File: src/sv/fspt_pkg.sv
// shared types and constants of the force sensor probe trigger
// action codes, internal command codes, register indexes, fixed field widths
// no dependencies
package fspt_pkg;

	localparam int ACTION_BITS    = 3;
	localparam int CFG_IDX_BITS   = 4;
	localparam int CFG_DATA_BITS  = 12;
	localparam int LEVEL_BITS     = 12;
	localparam int DEBOUNCE_BITS  = 8;
	localparam int QUEUE_DEPTH    = 2;
	localparam int QPTR_BITS      = 1;
	localparam int QCNT_BITS      = 2;
	localparam int TARE_TRIM      = 2;

	localparam logic [DEBOUNCE_BITS-1:0] DEBOUNCE_RESET = 8'd2;

	localparam logic [ACTION_BITS-1:0] ACT_SAMPLE    = 3'd0;
	localparam logic [ACTION_BITS-1:0] ACT_ARM       = 3'd1;
	localparam logic [ACTION_BITS-1:0] ACT_DISARM    = 3'd2;
	localparam logic [ACTION_BITS-1:0] ACT_TARE      = 3'd3;
	localparam logic [ACTION_BITS-1:0] ACT_TARE_END  = 3'd4;

	localparam logic [CFG_IDX_BITS-1:0] REG_SLOPE_THRESHOLD = 4'd0;
	localparam logic [CFG_IDX_BITS-1:0] REG_MIN_OFFSET      = 4'd1;
	localparam logic [CFG_IDX_BITS-1:0] REG_TRIGGER_OFFSET  = 4'd2;
	localparam logic [CFG_IDX_BITS-1:0] REG_DEBOUNCE_COUNT  = 4'd3;

	typedef enum logic [2:0] {
		CMD_SAMPLE,
		CMD_ARM,
		CMD_DISARM,
		CMD_TARE,
		CMD_TARE_END,
		CMD_NOP
	} cmd_t;

	function automatic cmd_t classify(logic [ACTION_BITS-1:0] action);
		cmd_t c;
		unique case (action)
			ACT_SAMPLE:   c = CMD_SAMPLE;
			ACT_ARM:      c = CMD_ARM;
			ACT_DISARM:   c = CMD_DISARM;
			ACT_TARE:     c = CMD_TARE;
			ACT_TARE_END: c = CMD_TARE_END;
			default:      c = CMD_NOP;
		endcase
		return c;
	endfunction

endpackage

File: src/sv/fspt_if.sv
// channel interfaces of the force sensor probe trigger: sample items,
// result items and configuration writes
// depends on fspt_pkg for field widths
interface fspt_in_if #(parameter int SAMPLE_BITS = 12);
	import fspt_pkg::*;
	logic                   valid;
	logic                   ready;
	logic [ACTION_BITS-1:0] action;
	logic [SAMPLE_BITS-1:0] sample;

	modport source (output valid, output action, output sample, input ready);
	modport sink   (input valid, input action, input sample, output ready);
endinterface

interface fspt_out_if #(parameter int SAMPLE_BITS = 12);
	logic                   valid;
	logic                   ready;
	logic                   tripped;
	logic [SAMPLE_BITS-1:0] peak_amplitude;
	logic [SAMPLE_BITS-1:0] peak_slope;
	logic [SAMPLE_BITS-1:0] noise_peak_to_peak;
	logic [SAMPLE_BITS-1:0] slope_noise;
	logic [SAMPLE_BITS-1:0] baseline;
	logic [SAMPLE_BITS-1:0] filtered;

	modport source (output valid, output tripped, output peak_amplitude, output peak_slope,
		output noise_peak_to_peak, output slope_noise, output baseline, output filtered,
		input ready);
	modport sink (input valid, input tripped, input peak_amplitude, input peak_slope,
		input noise_peak_to_peak, input slope_noise, input baseline, input filtered,
		output ready);
endinterface

interface fspt_cfg_if;
	import fspt_pkg::*;
	logic                     valid;
	logic                     ready;
	logic [CFG_IDX_BITS-1:0]  index;
	logic [CFG_DATA_BITS-1:0] data;

	modport source (output valid, output index, output data, input ready);
	modport sink   (input valid, input index, input data, output ready);
endinterface

File: src/sv/fspt_front.sv
// front end: accepts sample items, decodes the action into a command
// and keeps them in a short queue for the back end
// depends on fspt_pkg and fspt_if
module fspt_front #(
	parameter int SAMPLE_BITS = 12
) (
	input  logic                   clk,
	input  logic                   arst_n,
	fspt_in_if.sink                samples,
	output logic                   q_valid,
	output fspt_pkg::cmd_t         q_cmd,
	output logic [SAMPLE_BITS-1:0] q_sample,
	input  logic                   q_ready
);
	import fspt_pkg::*;

	cmd_t                   cmd_q    [QUEUE_DEPTH];
	logic [SAMPLE_BITS-1:0] sample_q [QUEUE_DEPTH];
	logic [QPTR_BITS-1:0]   wr_ptr_q;
	logic [QPTR_BITS-1:0]   rd_ptr_q;
	logic [QCNT_BITS-1:0]   cnt_q;
	logic                   push;
	logic                   pop;

	assign samples.ready = (cnt_q != QCNT_BITS'(QUEUE_DEPTH));
	assign push          = samples.valid && samples.ready;
	assign q_valid       = (cnt_q != '0);
	assign pop           = q_valid && q_ready;
	assign q_cmd         = cmd_q[rd_ptr_q];
	assign q_sample      = sample_q[rd_ptr_q];

	always_ff @(posedge clk) begin
		if (push) begin
			cmd_q[wr_ptr_q]    <= classify(samples.action);
			sample_q[wr_ptr_q] <= samples.sample;
		end
	end

	always_ff @(posedge clk or negedge arst_n) begin
		if (!arst_n) begin
			wr_ptr_q <= '0;
			rd_ptr_q <= '0;
			cnt_q    <= '0;
		end else begin
			if (push) wr_ptr_q <= wr_ptr_q + 1'b1;
			if (pop) rd_ptr_q <= rd_ptr_q + 1'b1;
			priority if (push && !pop) cnt_q <= cnt_q + 1'b1;
			else if (pop && !push) cnt_q <= cnt_q - 1'b1;
		end
	end

endmodule

File: src/sv/fspt_div.sv
// serial restoring divider used for the tare mean, one quotient bit per cycle
// depends on nothing outside this file
module fspt_div #(
	parameter int DIVIDEND_BITS = 28,
	parameter int DIVISOR_BITS  = 16
) (
	input  logic                     clk,
	input  logic                     arst_n,
	input  logic                     start,
	input  logic [DIVIDEND_BITS-1:0] dividend,
	input  logic [DIVISOR_BITS-1:0]  divisor,
	output logic                     done,
	output logic [DIVIDEND_BITS-1:0] quotient
);
	localparam int CNT_BITS = $clog2(DIVIDEND_BITS + 1);

	logic [DIVISOR_BITS:0]    rem_q;
	logic [DIVIDEND_BITS-1:0] quo_q;
	logic [DIVISOR_BITS-1:0]  dvs_q;
	logic [CNT_BITS-1:0]      cnt_q;
	logic                     busy_q;
	logic                     done_q;
	logic [DIVISOR_BITS:0]    shifted;
	logic                     ge;

	// remainder stays below the divisor, so its top bit is free for the shift
	assign shifted  = {rem_q[DIVISOR_BITS-1:0], quo_q[DIVIDEND_BITS-1]};
	assign ge       = (shifted >= {1'b0, dvs_q});
	assign done     = done_q;
	assign quotient = quo_q;

	always_ff @(posedge clk) begin
		if (start) begin
			rem_q <= '0;
			quo_q <= dividend;
			dvs_q <= divisor;
		end else if (busy_q) begin
			rem_q <= ge ? (shifted - {1'b0, dvs_q}) : shifted;
			quo_q <= {quo_q[DIVIDEND_BITS-2:0], ge};
		end
	end

	always_ff @(posedge clk or negedge arst_n) begin
		if (!arst_n) begin
			busy_q <= 1'b0;
			done_q <= 1'b0;
			cnt_q  <= '0;
		end else begin
			done_q <= 1'b0;
			if (start) begin
				busy_q <= 1'b1;
				cnt_q  <= CNT_BITS'(DIVIDEND_BITS);
			end else if (busy_q) begin
				cnt_q <= cnt_q - 1'b1;
				if (cnt_q == CNT_BITS'(1)) begin
					busy_q <= 1'b0;
					done_q <= 1'b1;
				end
			end
		end
	end

endmodule

File: src/sv/fspt_back.sv
// back end: filter, trigger and tare state, configuration registers,
// tare-end mean through the serial divider, result register
// depends on fspt_pkg, fspt_if and fspt_div
module fspt_back #(
	parameter int SAMPLE_BITS     = 12,
	parameter int TARE_COUNT_BITS = 16
) (
	input  logic                   clk,
	input  logic                   arst_n,
	input  logic                   q_valid,
	input  fspt_pkg::cmd_t         q_cmd,
	input  logic [SAMPLE_BITS-1:0] q_sample,
	output logic                   q_ready,
	fspt_cfg_if.sink               cfg,
	fspt_out_if.source             results
);
	import fspt_pkg::*;

	localparam int SB   = SAMPLE_BITS;
	localparam int TB   = TARE_COUNT_BITS;
	localparam int SW   = SAMPLE_BITS + TARE_COUNT_BITS;
	localparam int CMPW = (SAMPLE_BITS > LEVEL_BITS) ? SAMPLE_BITS : LEVEL_BITS;

	typedef enum logic [2:0] {
		ST_IDLE = 3'b001,
		ST_DIV  = 3'b010,
		ST_DONE = 3'b100
	} state_t;

	state_t state_q, state_d;

	// configuration
	logic [LEVEL_BITS-1:0]    slope_thr_q, min_off_q, trig_off_q;
	logic [DEBOUNCE_BITS-1:0] debounce_q;

	// block state and next values
	logic                     filt_rdy_q, filt_rdy_d;
	logic [SB-1:0]            filt_q, filt_d, prev_q, prev_d, base_q, base_d;
	logic                     armed_q, armed_d, trip_q, trip_d;
	logic [DEBOUNCE_BITS-1:0] hits_q, hits_d;
	logic [SB-1:0]            mstep_q, mstep_d, mlevel_q, mlevel_d;
	logic [SB-1:0]            cap_amp_q, cap_amp_d, cap_slope_q, cap_slope_d;
	logic                     taring_q, taring_d;
	logic [SW-1:0]            tsum_q, tsum_d;
	logic [SB-1:0]            tmin_q, tmin_d, tmax_q, tmax_d, tstep_q, tstep_d;
	logic [SB-1:0]            tprev_q, tprev_d;
	logic [TB-1:0]            tcnt_q, tcnt_d;
	logic [SB-1:0]            nspan_q, nspan_d, nstep_q, nstep_d;

	// result register
	logic                     out_valid_q;
	logic                     r_trip_q;
	logic [SB-1:0]            r_amp_q, r_slope_q, r_span_q, r_step_q, r_base_q, r_filt_q;

	logic                     out_free, pop, cnt_nz, apply_item, apply_end, div_start, div_done;
	logic [SW-1:0]            div_dividend, div_quotient;
	logic [TB-1:0]            div_divisor;
	logic [SB-1:0]            end_base;

	assign cfg.ready  = 1'b1;
	assign out_free   = !out_valid_q || results.ready;
	assign pop        = (state_q == ST_IDLE) && q_valid && out_free;
	assign q_ready    = pop;
	assign cnt_nz     = (tcnt_q != '0);
	assign div_start  = pop && (q_cmd == CMD_TARE_END) && cnt_nz;
	assign apply_item = pop && (q_cmd != CMD_TARE_END);
	// empty tare ends at once, otherwise after the divider
	assign apply_end  = (pop && (q_cmd == CMD_TARE_END) && !cnt_nz)
		|| ((state_q == ST_DONE) && out_free);
	assign end_base   = cnt_nz ? div_quotient[SB-1:0] : '0;

	// trimmed sum over count minus two, or plain mean for one or two samples
	always_comb begin
		if (tcnt_q > TB'(TARE_TRIM)) begin
			div_dividend = tsum_q - SW'(tmin_q) - SW'(tmax_q);
			div_divisor  = tcnt_q - TB'(TARE_TRIM);
		end else begin
			div_dividend = tsum_q;
			div_divisor  = tcnt_q;
		end
	end

	fspt_div #(
		.DIVIDEND_BITS (SW),
		.DIVISOR_BITS  (TB)
	) u_div (
		.clk      (clk),
		.arst_n   (arst_n),
		.start    (div_start),
		.dividend (div_dividend),
		.divisor  (div_divisor),
		.done     (div_done),
		.quotient (div_quotient)
	);

	always_comb begin
		state_d = state_q;
		unique case (state_q)
			ST_IDLE: if (div_start) state_d = ST_DIV;
			ST_DIV:  if (div_done) state_d = ST_DONE;
			ST_DONE: if (out_free) state_d = ST_IDLE;
			default: state_d = ST_IDLE;
		endcase
	end

	always_comb begin
		logic [SB-1:0]            f_new, pv, step, offset;
		logic [SB:0]              dn;
		logic                     hit;
		logic [DEBOUNCE_BITS-1:0] h_new;
		logic [SB-1:0]            d;

		filt_rdy_d  = filt_rdy_q;
		filt_d      = filt_q;
		prev_d      = prev_q;
		base_d      = base_q;
		armed_d     = armed_q;
		trip_d      = trip_q;
		hits_d      = hits_q;
		mstep_d     = mstep_q;
		mlevel_d    = mlevel_q;
		cap_amp_d   = cap_amp_q;
		cap_slope_d = cap_slope_q;
		taring_d    = taring_q;
		tsum_d      = tsum_q;
		tmin_d      = tmin_q;
		tmax_d      = tmax_q;
		tstep_d     = tstep_q;
		tprev_d     = tprev_q;
		tcnt_d      = tcnt_q;
		nspan_d     = nspan_q;
		nstep_d     = nstep_q;

		f_new  = '0;
		pv     = '0;
		step   = '0;
		offset = '0;
		dn     = '0;
		hit    = 1'b0;
		h_new  = '0;
		d      = '0;

		if (apply_item) begin
			unique case (q_cmd)
				CMD_SAMPLE: begin
					if (!taring_q) begin
						priority if (!filt_rdy_q) begin
							f_new = q_sample;
						end else if (q_sample >= filt_q) begin
							f_new = filt_q + ((q_sample - filt_q) >> 2);
						end else begin
							// round the downward step away from zero
							dn    = {1'b0, filt_q - q_sample} + (SB+1)'(3);
							f_new = filt_q - SB'(dn[SB:2]);
						end
						pv         = filt_rdy_q ? prev_q : q_sample;
						step       = (f_new >= pv) ? (f_new - pv) : (pv - f_new);
						filt_d     = f_new;
						prev_d     = f_new;
						filt_rdy_d = 1'b1;
						if (armed_q) begin
							mstep_d  = (step > mstep_q) ? step : mstep_q;
							mlevel_d = (f_new > mlevel_q) ? f_new : mlevel_q;
							offset   = (f_new > base_q) ? (f_new - base_q) : '0;
							hit = (CMPW'(offset) >= CMPW'(trig_off_q))
								|| ((CMPW'(offset) >= CMPW'(min_off_q))
								&& (CMPW'(step) >= CMPW'(slope_thr_q)));
							if (hit) begin
								h_new  = (hits_q < debounce_q) ? (hits_q + 1'b1) : hits_q;
								hits_d = h_new;
								if (!trip_q && (h_new >= debounce_q)) begin
									trip_d      = 1'b1;
									cap_amp_d   = (mlevel_d > base_q) ? (mlevel_d - base_q) : '0;
									cap_slope_d = mstep_d;
								end
							end else begin
								hits_d = '0;
							end
						end
					end
				end
				CMD_ARM: begin
					armed_d     = 1'b1;
					trip_d      = 1'b0;
					hits_d      = '0;
					mstep_d     = '0;
					mlevel_d    = filt_rdy_q ? filt_q : base_q;
					cap_amp_d   = '0;
					cap_slope_d = '0;
				end
				CMD_DISARM: begin
					armed_d = 1'b0;
					trip_d  = 1'b0;
					hits_d  = '0;
				end
				CMD_TARE: begin
					// first tare sample disarms and starts from clear accumulators
					if (!taring_q) begin
						armed_d  = 1'b0;
						trip_d   = 1'b0;
						hits_d   = '0;
						tsum_d   = '0;
						tmin_d   = '1;
						tmax_d   = '0;
						tstep_d  = '0;
						tprev_d  = '0;
						tcnt_d   = '0;
						taring_d = 1'b1;
					end
					if (!(&tcnt_d)) begin
						if (q_sample < tmin_d) tmin_d = q_sample;
						if (q_sample > tmax_d) tmax_d = q_sample;
						tsum_d = tsum_d + SW'(q_sample);
						if (tcnt_d != '0) begin
							d = (q_sample >= tprev_d) ? (q_sample - tprev_d) : (tprev_d - q_sample);
							if (d > tstep_d) tstep_d = d;
						end
						tprev_d = q_sample;
						tcnt_d  = tcnt_d + 1'b1;
					end
				end
				default: begin
				end
			endcase
		end

		if (apply_end) begin
			armed_d    = 1'b0;
			trip_d     = 1'b0;
			hits_d     = '0;
			base_d     = end_base;
			nspan_d    = cnt_nz ? (tmax_q - tmin_q) : '0;
			nstep_d    = cnt_nz ? tstep_q : '0;
			filt_d     = end_base;
			prev_d     = end_base;
			filt_rdy_d = 1'b1;
			taring_d   = 1'b0;
			tsum_d     = '0;
			tmin_d     = '1;
			tmax_d     = '0;
			tstep_d    = '0;
			tprev_d    = '0;
			tcnt_d     = '0;
		end
	end

	always_ff @(posedge clk or negedge arst_n) begin
		if (!arst_n) begin
			state_q     <= ST_IDLE;
			slope_thr_q <= '0;
			min_off_q   <= '0;
			trig_off_q  <= '0;
			debounce_q  <= DEBOUNCE_RESET;
			filt_rdy_q  <= 1'b0;
			filt_q      <= '0;
			prev_q      <= '0;
			base_q      <= '0;
			armed_q     <= 1'b0;
			trip_q      <= 1'b0;
			hits_q      <= '0;
			mstep_q     <= '0;
			mlevel_q    <= '0;
			cap_amp_q   <= '0;
			cap_slope_q <= '0;
			taring_q    <= 1'b0;
			tsum_q      <= '0;
			tmin_q      <= '1;
			tmax_q      <= '0;
			tstep_q     <= '0;
			tprev_q     <= '0;
			tcnt_q      <= '0;
			nspan_q     <= '0;
			nstep_q     <= '0;
			out_valid_q <= 1'b0;
		end else begin
			state_q     <= state_d;
			filt_rdy_q  <= filt_rdy_d;
			filt_q      <= filt_d;
			prev_q      <= prev_d;
			base_q      <= base_d;
			armed_q     <= armed_d;
			trip_q      <= trip_d;
			hits_q      <= hits_d;
			mstep_q     <= mstep_d;
			mlevel_q    <= mlevel_d;
			cap_amp_q   <= cap_amp_d;
			cap_slope_q <= cap_slope_d;
			taring_q    <= taring_d;
			tsum_q      <= tsum_d;
			tmin_q      <= tmin_d;
			tmax_q      <= tmax_d;
			tstep_q     <= tstep_d;
			tprev_q     <= tprev_d;
			tcnt_q      <= tcnt_d;
			nspan_q     <= nspan_d;
			nstep_q     <= nstep_d;
			if (cfg.valid) begin
				unique case (cfg.index)
					REG_SLOPE_THRESHOLD: slope_thr_q <= cfg.data;
					REG_MIN_OFFSET:      min_off_q   <= cfg.data;
					REG_TRIGGER_OFFSET:  trig_off_q  <= cfg.data;
					REG_DEBOUNCE_COUNT:  debounce_q  <= cfg.data[DEBOUNCE_BITS-1:0];
					default: begin
					end
				endcase
			end
			priority if (apply_item || apply_end) out_valid_q <= 1'b1;
			else if (results.ready) out_valid_q <= 1'b0;
		end
	end

	// result snapshot of the state after the item
	always_ff @(posedge clk) begin
		if (apply_item || apply_end) begin
			r_trip_q  <= trip_d;
			r_amp_q   <= cap_amp_d;
			r_slope_q <= cap_slope_d;
			r_span_q  <= nspan_d;
			r_step_q  <= nstep_d;
			r_base_q  <= base_d;
			r_filt_q  <= filt_d;
		end
	end

	assign results.valid              = out_valid_q;
	assign results.tripped            = r_trip_q;
	assign results.peak_amplitude     = r_amp_q;
	assign results.peak_slope         = r_slope_q;
	assign results.noise_peak_to_peak = r_span_q;
	assign results.slope_noise        = r_step_q;
	assign results.baseline           = r_base_q;
	assign results.filtered           = r_filt_q;

endmodule

File: src/sv/force_sensor_probe_trigger.sv
// top level of the force sensor probe trigger
// depends on fspt_pkg, fspt_if, fspt_front and fspt_back
//
// channels: samples carries action and raw sample, results carries one result
// item per sample item (trip flag, captured peaks, tare noise, baseline,
// filtered value), cfg writes the four threshold and debounce registers and
// is always ready.
// every sample item yields exactly one result, in order. ordinary actions pass
// through the front queue and the result register, and the block sustains
// one item per cycle while results is ready and no tare divide is running.
// a tare end with samples runs the trimmed mean through a serial divider, one
// quotient bit per cycle; its result is registered once the divider is done and
// the result register is free; items behind it wait in the two-entry queue.
// when results stalls, the finished result stays in the output register; the
// back end stops and the front queue keeps accepting until it is full.
// reset clears all filter, trigger and tare state, sets the debounce count to
// two and the other registers to zero; there is no clearing pass.
module force_sensor_probe_trigger #(
	parameter int SAMPLE_BITS     = 12,
	parameter int TARE_COUNT_BITS = 16
) (
	input  logic       clk,
	input  logic       arst_n,
	fspt_in_if.sink    samples,
	fspt_out_if.source results,
	fspt_cfg_if.sink   cfg
);
	import fspt_pkg::*;

	logic                   q_valid;
	logic                   q_ready;
	cmd_t                   q_cmd;
	logic [SAMPLE_BITS-1:0] q_sample;

	fspt_front #(
		.SAMPLE_BITS (SAMPLE_BITS)
	) u_front (
		.clk      (clk),
		.arst_n   (arst_n),
		.samples  (samples),
		.q_valid  (q_valid),
		.q_cmd    (q_cmd),
		.q_sample (q_sample),
		.q_ready  (q_ready)
	);

	fspt_back #(
		.SAMPLE_BITS     (SAMPLE_BITS),
		.TARE_COUNT_BITS (TARE_COUNT_BITS)
	) u_back (
		.clk      (clk),
		.arst_n   (arst_n),
		.q_valid  (q_valid),
		.q_cmd    (q_cmd),
		.q_sample (q_sample),
		.q_ready  (q_ready),
		.cfg      (cfg),
		.results  (results)
	);

endmodule

File: src/flat_wrapper.sv
// flat-port wrapper written by rule: the top's interface ports become plain ports
module force_sensor_probe_trigger_flat import fspt_pkg::*;
#(
	parameter int SAMPLE_BITS     = 12,
	parameter int TARE_COUNT_BITS = 16
)
  (clk, arst_n, samples_valid, samples_action, samples_sample, samples_ready, results_valid, results_tripped, results_peak_amplitude, results_peak_slope, results_noise_peak_to_peak, results_slope_noise, results_baseline, results_filtered, results_ready, cfg_valid, cfg_index, cfg_data, cfg_ready);
  fspt_in_if #(.SAMPLE_BITS(SAMPLE_BITS)) samples_i ();
  fspt_out_if #(.SAMPLE_BITS(SAMPLE_BITS)) results_i ();
  fspt_cfg_if cfg_i ();
  input  logic clk;
  input  logic arst_n;
  input wire logic [$bits(samples_i.valid)-1:0] samples_valid;
  input wire logic [$bits(samples_i.action)-1:0] samples_action;
  input wire logic [$bits(samples_i.sample)-1:0] samples_sample;
  output wire logic [$bits(samples_i.ready)-1:0] samples_ready;
  output wire logic [$bits(results_i.valid)-1:0] results_valid;
  output wire logic [$bits(results_i.tripped)-1:0] results_tripped;
  output wire logic [$bits(results_i.peak_amplitude)-1:0] results_peak_amplitude;
  output wire logic [$bits(results_i.peak_slope)-1:0] results_peak_slope;
  output wire logic [$bits(results_i.noise_peak_to_peak)-1:0] results_noise_peak_to_peak;
  output wire logic [$bits(results_i.slope_noise)-1:0] results_slope_noise;
  output wire logic [$bits(results_i.baseline)-1:0] results_baseline;
  output wire logic [$bits(results_i.filtered)-1:0] results_filtered;
  input wire logic [$bits(results_i.ready)-1:0] results_ready;
  input wire logic [$bits(cfg_i.valid)-1:0] cfg_valid;
  input wire logic [$bits(cfg_i.index)-1:0] cfg_index;
  input wire logic [$bits(cfg_i.data)-1:0] cfg_data;
  output wire logic [$bits(cfg_i.ready)-1:0] cfg_ready;
  assign samples_i.valid = samples_valid;
  assign samples_i.action = samples_action;
  assign samples_i.sample = samples_sample;
  assign samples_ready = samples_i.ready;
  assign results_valid = results_i.valid;
  assign results_tripped = results_i.tripped;
  assign results_peak_amplitude = results_i.peak_amplitude;
  assign results_peak_slope = results_i.peak_slope;
  assign results_noise_peak_to_peak = results_i.noise_peak_to_peak;
  assign results_slope_noise = results_i.slope_noise;
  assign results_baseline = results_i.baseline;
  assign results_filtered = results_i.filtered;
  assign results_i.ready = results_ready;
  assign cfg_i.valid = cfg_valid;
  assign cfg_i.index = cfg_index;
  assign cfg_i.data = cfg_data;
  assign cfg_ready = cfg_i.ready;
  force_sensor_probe_trigger #(.SAMPLE_BITS(SAMPLE_BITS), .TARE_COUNT_BITS(TARE_COUNT_BITS)) u_core (.clk(clk), .arst_n(arst_n), .samples(samples_i), .results(results_i), .cfg(cfg_i));
endmodule
File: config.mk
export PLATFORM = sky130hd
export DESIGN_NAME = force_sensor_probe_trigger_flat
export DESIGN_NICKNAME = d
export VERILOG_FILES = /design/src/sv/fspt_pkg.sv /design/src/sv/fspt_if.sv /design/src/sv/fspt_front.sv /design/src/sv/fspt_div.sv /design/src/sv/fspt_back.sv /design/src/sv/force_sensor_probe_trigger.sv /design/src/flat_wrapper.sv
export SDC_FILE = /design/constraint.sdc
export NUM_CORES = 1
export LEC_CHECK = 0
export ABC_AREA = 0
export BUFFER_PORTS_ARGS = -buffer_cell sky130_fd_sc_hd__buf_4
export CORE_UTILIZATION = 40
export DETAILED_ROUTE_END_ITERATION = 6
export GPL_TIMING_DRIVEN = 1
export PLACE_DENSITY = 0.6
export SETUP_SLACK_MARGIN = 0.5
export SLEW_MARGIN = 10
export SYNTH_ARGS = -nofsm -noshare
export SYNTH_HDL_FRONTEND = slang
export SYNTH_HIERARCHICAL = 1
export SYNTH_SLANG_ARGS = --single-unit
File: constraint.sdc
create_clock -name clk -period 9.1 [get_ports clk]
set_input_delay 2.275 -clock clk [delete_from_list [all_inputs] [get_ports clk]]
set_output_delay 2.275 -clock clk [all_outputs]
set_load 0.01 [all_outputs]
==> impl_metrics.csv <==
group,metric,value,unit
timing,max_freq,110.4,MHz
critical_path,critPathMaxFanout,8,
clocking,clock_transition_at_the_registers_of_the_reported_paths,0.06,ns
critical_path,r2r_slack,0.04,ns
outcome,outcome,"complete, no violations",
clocking,holdBufCountCts,0,
timing,timing.max_slew.rel_slack,17.35,%
placed_design,place.gp.congestion,0.9252,
clocking,max-clock-path-buffers,3,
drt,detail-route-antenna-nets,0,
floorplanning,design.die.area,73470,sq um
logic_synthesis,synth_simple_gate_area_share,13.57,%
timing,worstMarginPinSlew,1.231,ns
finish,area_overhead_vs_synth,22.29,%
logic_synthesis,synth.yosys.seq_area_share,39.83,%
finish,layout.filler_cells,6590,
logic_synthesis,synthesis.instances,2978,
clocking,cts_tree,"built",
logic_synthesis,async_flop_share,62.44,%
grt,total_routing_usage_gr,23.08,%
critical_path,critical_path.startpoint,"u_core/u_front/rd_ptr_q",
timing,setup_ws,0.04203,ns
timing,setup_repair_after_global_routing_missed_its_margin,"yes",
placed_design,placedCellCount,4063,
critical_path,critical_path_class,"reg -> reg",
critical_path,crit_top_cell,"ha_1",
critical_path,critical_path.slowest_cell,"dfrtp_2",
grt,grt_pass1_vias,23570,
floorplanning,placement_rows,98,
floorplanning,io-pin-count,112,
logic_synthesis,number_of_enable_type_register_cells_in_the_synthesized_netlist,147,
logic_synthesis,yosys_warnings,6,
floorplanning,start_util,40.44,%
critical_path,critical_path_required,9.55,ns
logic_synthesis,yosys.cell_types.count,106,
critical_path,critical_path_arrival,9.51,ns
drt,detail_route.drc_violations,0,
timing,final.setup_skew,0.02499,ns
clocking,worst_skew_pair.late_latency,0.61,ns
logic_synthesis,netlist_top_cells_count,"ha_1 (283), nand2_1 (274), dfrtp_1 (257)",
timing,timing.final.setup_violations,0,
timing,post-route-period-util,99.54,%
timing,report.final.slew_viol_count,0,
critical_path,cp_slowest_stage_delay,0.47,ns
finish,final_cell_count_no_fill,4254,
drt,drtPass1Iterations,5,
logic_synthesis,area_contributors_post_synth,"dfrtp_1 (22%), edfxtp_1 (15%), ha_1 (12%)",
placed_design,detailedPlacementHpwl,63840,microns
timing,final.min_clock_period,9.058,ns
logic_synthesis,avgSynthCellArea,9.724,sq um
flow_run,max_cap_viol_count,0,
drt,routed_wl,86600,microns
logic_synthesis,synth_xor_area_share,4.416,%
clocking,cts.sink_count,434,
logic_synthesis,synth.ff_latch_count,434,
grt,grt_pass1_wl,134400,microns
placed_design,post-place-ws,-0.2891,ns
logic_synthesis,synth_fa_ha_area_share,13.85,%
logic_synthesis,netlist.top_cell.by_area,"dfrtp_1",
drt,viasPerCell,5.577,
clocking,htree_levels,2,
logic_synthesis,synth-compound-area-share,19.11,%
finish,final_layout_size_suffix_gt1_share,22.34,%
grt,maximum_number_of_pins_on_one_net_before_global_route_repair,104,
floorplanning,chipWidth,271.1,microns
logic_synthesis,post_synth_instance_area,28960,sq um
logic_synthesis,synthMostInstantiatedCell,"ha_1",
finish,num-nets-final,3605,
hold_path,min_path_type,"reg -> reg",
floorplanning,die_height,271.1,microns
floorplanning,design.core.area,71610,sq um
logic_synthesis,synthMuxAreaShare,4.256,%
logic_synthesis,synth-main-ff-cell,"dfrtp_1",
drt,via_count,23730,
placed_design,port_buffers,110,
grt,grt_overflow_total,0,
clocking,cts-buffers-inserted,50,
timing,hold_viol_final,0,
drt,detailedRoute.firstIterationViolations,1854,
logic_synthesis,synth.top_cell.area_share,22.21,%
hold_path,min-delay-start,"u_core/u_back/prev_q[0]",
clocking,clock-root-buffer,"clkbuf_16",
grt,antenna_violations_before_repair,0,
critical_path,worst_setup_path_start_kind,"flop",
drt,wl_per_cell,20.36,microns
logic_synthesis,syn_nets,3320,
logic_synthesis,main_combinational_cell_family_by_area_after_synthesis,"compound AO/OA/AOI/OAI gates",
critical_path,regToRegStartpoint,"u_core/u_front/rd_ptr_q",
finish,finalInstanceArea,35410,sq um
critical_path,critical_path.endpoint_type,"flop",
placed_design,detailed_place.area,32100,sq um
timing repair:
item,4_1_cts,5_1_grt
gates cloned,7,0
pin swaps,36,75
endpoints found under the setup margin,70,70
hold endpoints to repair,0,0
gates resized for setup,115,91
setup buffers,67,24
placed cells by master (no fill, tap or decap), types with 62 or more instances in the layout:
cell type,count
nand2_1,259
inv_1,234
mux2_2,62
a21o_1,98
nor2_1,157
ha_1,254
edfxtp_1,147
a21oi_1,135
o21ai_0,154
buf_4,308
xnor2_1,92
a22o_1,91
dfrtp_1,254
layer usage:
layer	up-vias	global-route usage [%]	routed length, microns
li1	11270	-	-
met1	11700	31.82	39900
met2	616	37.30	40000
met3	134	2.547	3721
met4	0	8.252	2975
met5	-	0	0
stage by stage:
step | util (%) | TNS, ns | hold WS (ns)
after floorplan | - | 0 | 0.4410
after global placement | 44.83 | -0.9286 | 0.4605
after detailed placement | 44.83 | -8.441 | 0.4635
after CTS | 48.68 | 0 | 0.4785
after global routing | 49.45 | -7.707 | 0.4967
final | 49.45 | 0 | 0.4795
logic make-up after synthesis:
| kind of cell | count (synthesis) |
|---|---|
| multiplexers | 109 |
| XOR/XNOR | 146 |
| other | 1 |
| buffers and inverters | 367 |
| adder cells (fa/ha/maj) | 307 |
| AO/OA/AOI/OAI | 806 |
| AND/OR/NAND/NOR | 808 |
| flip-flops | 434 |
worst max-delay path, delay by kind of cell, from the launching register on:
family	cells	cell delay [ns]
muxes	2	0.54
DFF	1	0.47
adders and majority gates	5	1.36
AOI/OAI and AO/OA	19	3.59
and+or+nand+nor	6	1.00
buffers and inverters	8	1.15
xor gates and xnor gates	4	0.76
cell type report:
class                      instances  area [sq um]  area share (%)
tap                              950          1189           3.357
sequential                       434         11540           32.58
inverter                         249         948.4           2.678
clock inverter                    24         250.2          0.7066
timing repair buffer             350          2894           8.172
clock buffer                      68          1379           3.894
multi-input combinational       2178         17210           48.61
antenna                            1         2.502        0.007066
flip-flops by register name, indices dropped and copies added, names as in the netlist, 16 cells and up:
name,count
u_core/u_back/tsum_q,28
u_core/u_back/u_div/quotient,28
u_core/u_front/sample_q,24
u_core/u_back/tcnt_q,16
u_core/u_back/u_div/dvs_q,16
u_core/u_back/u_div/rem_q,16
worst paths after layout:
| check | cells after the start | to |
|---|---|---|
| setup / recovery | 44 | u_core/u_back/results.peak_amplitude[0] |
| hold / removal | 2 | u_core/u_back/prev_q[0] |
| setup reg to reg | 44 | u_core/u_back/results.peak_amplitude[0] |
| hold reg to reg | 2 | u_core/u_back/prev_q[0] |
| max in group asynchronous | 2 | u_core/u_back/tmax_q[3] |
| min in group asynchronous | 1 | u_core/u_back/hits_q[0] |
Power is left out: the tool's default activity adds up to more than one toggle a clock period on the data nets, which glitch-free logic cannot reach.
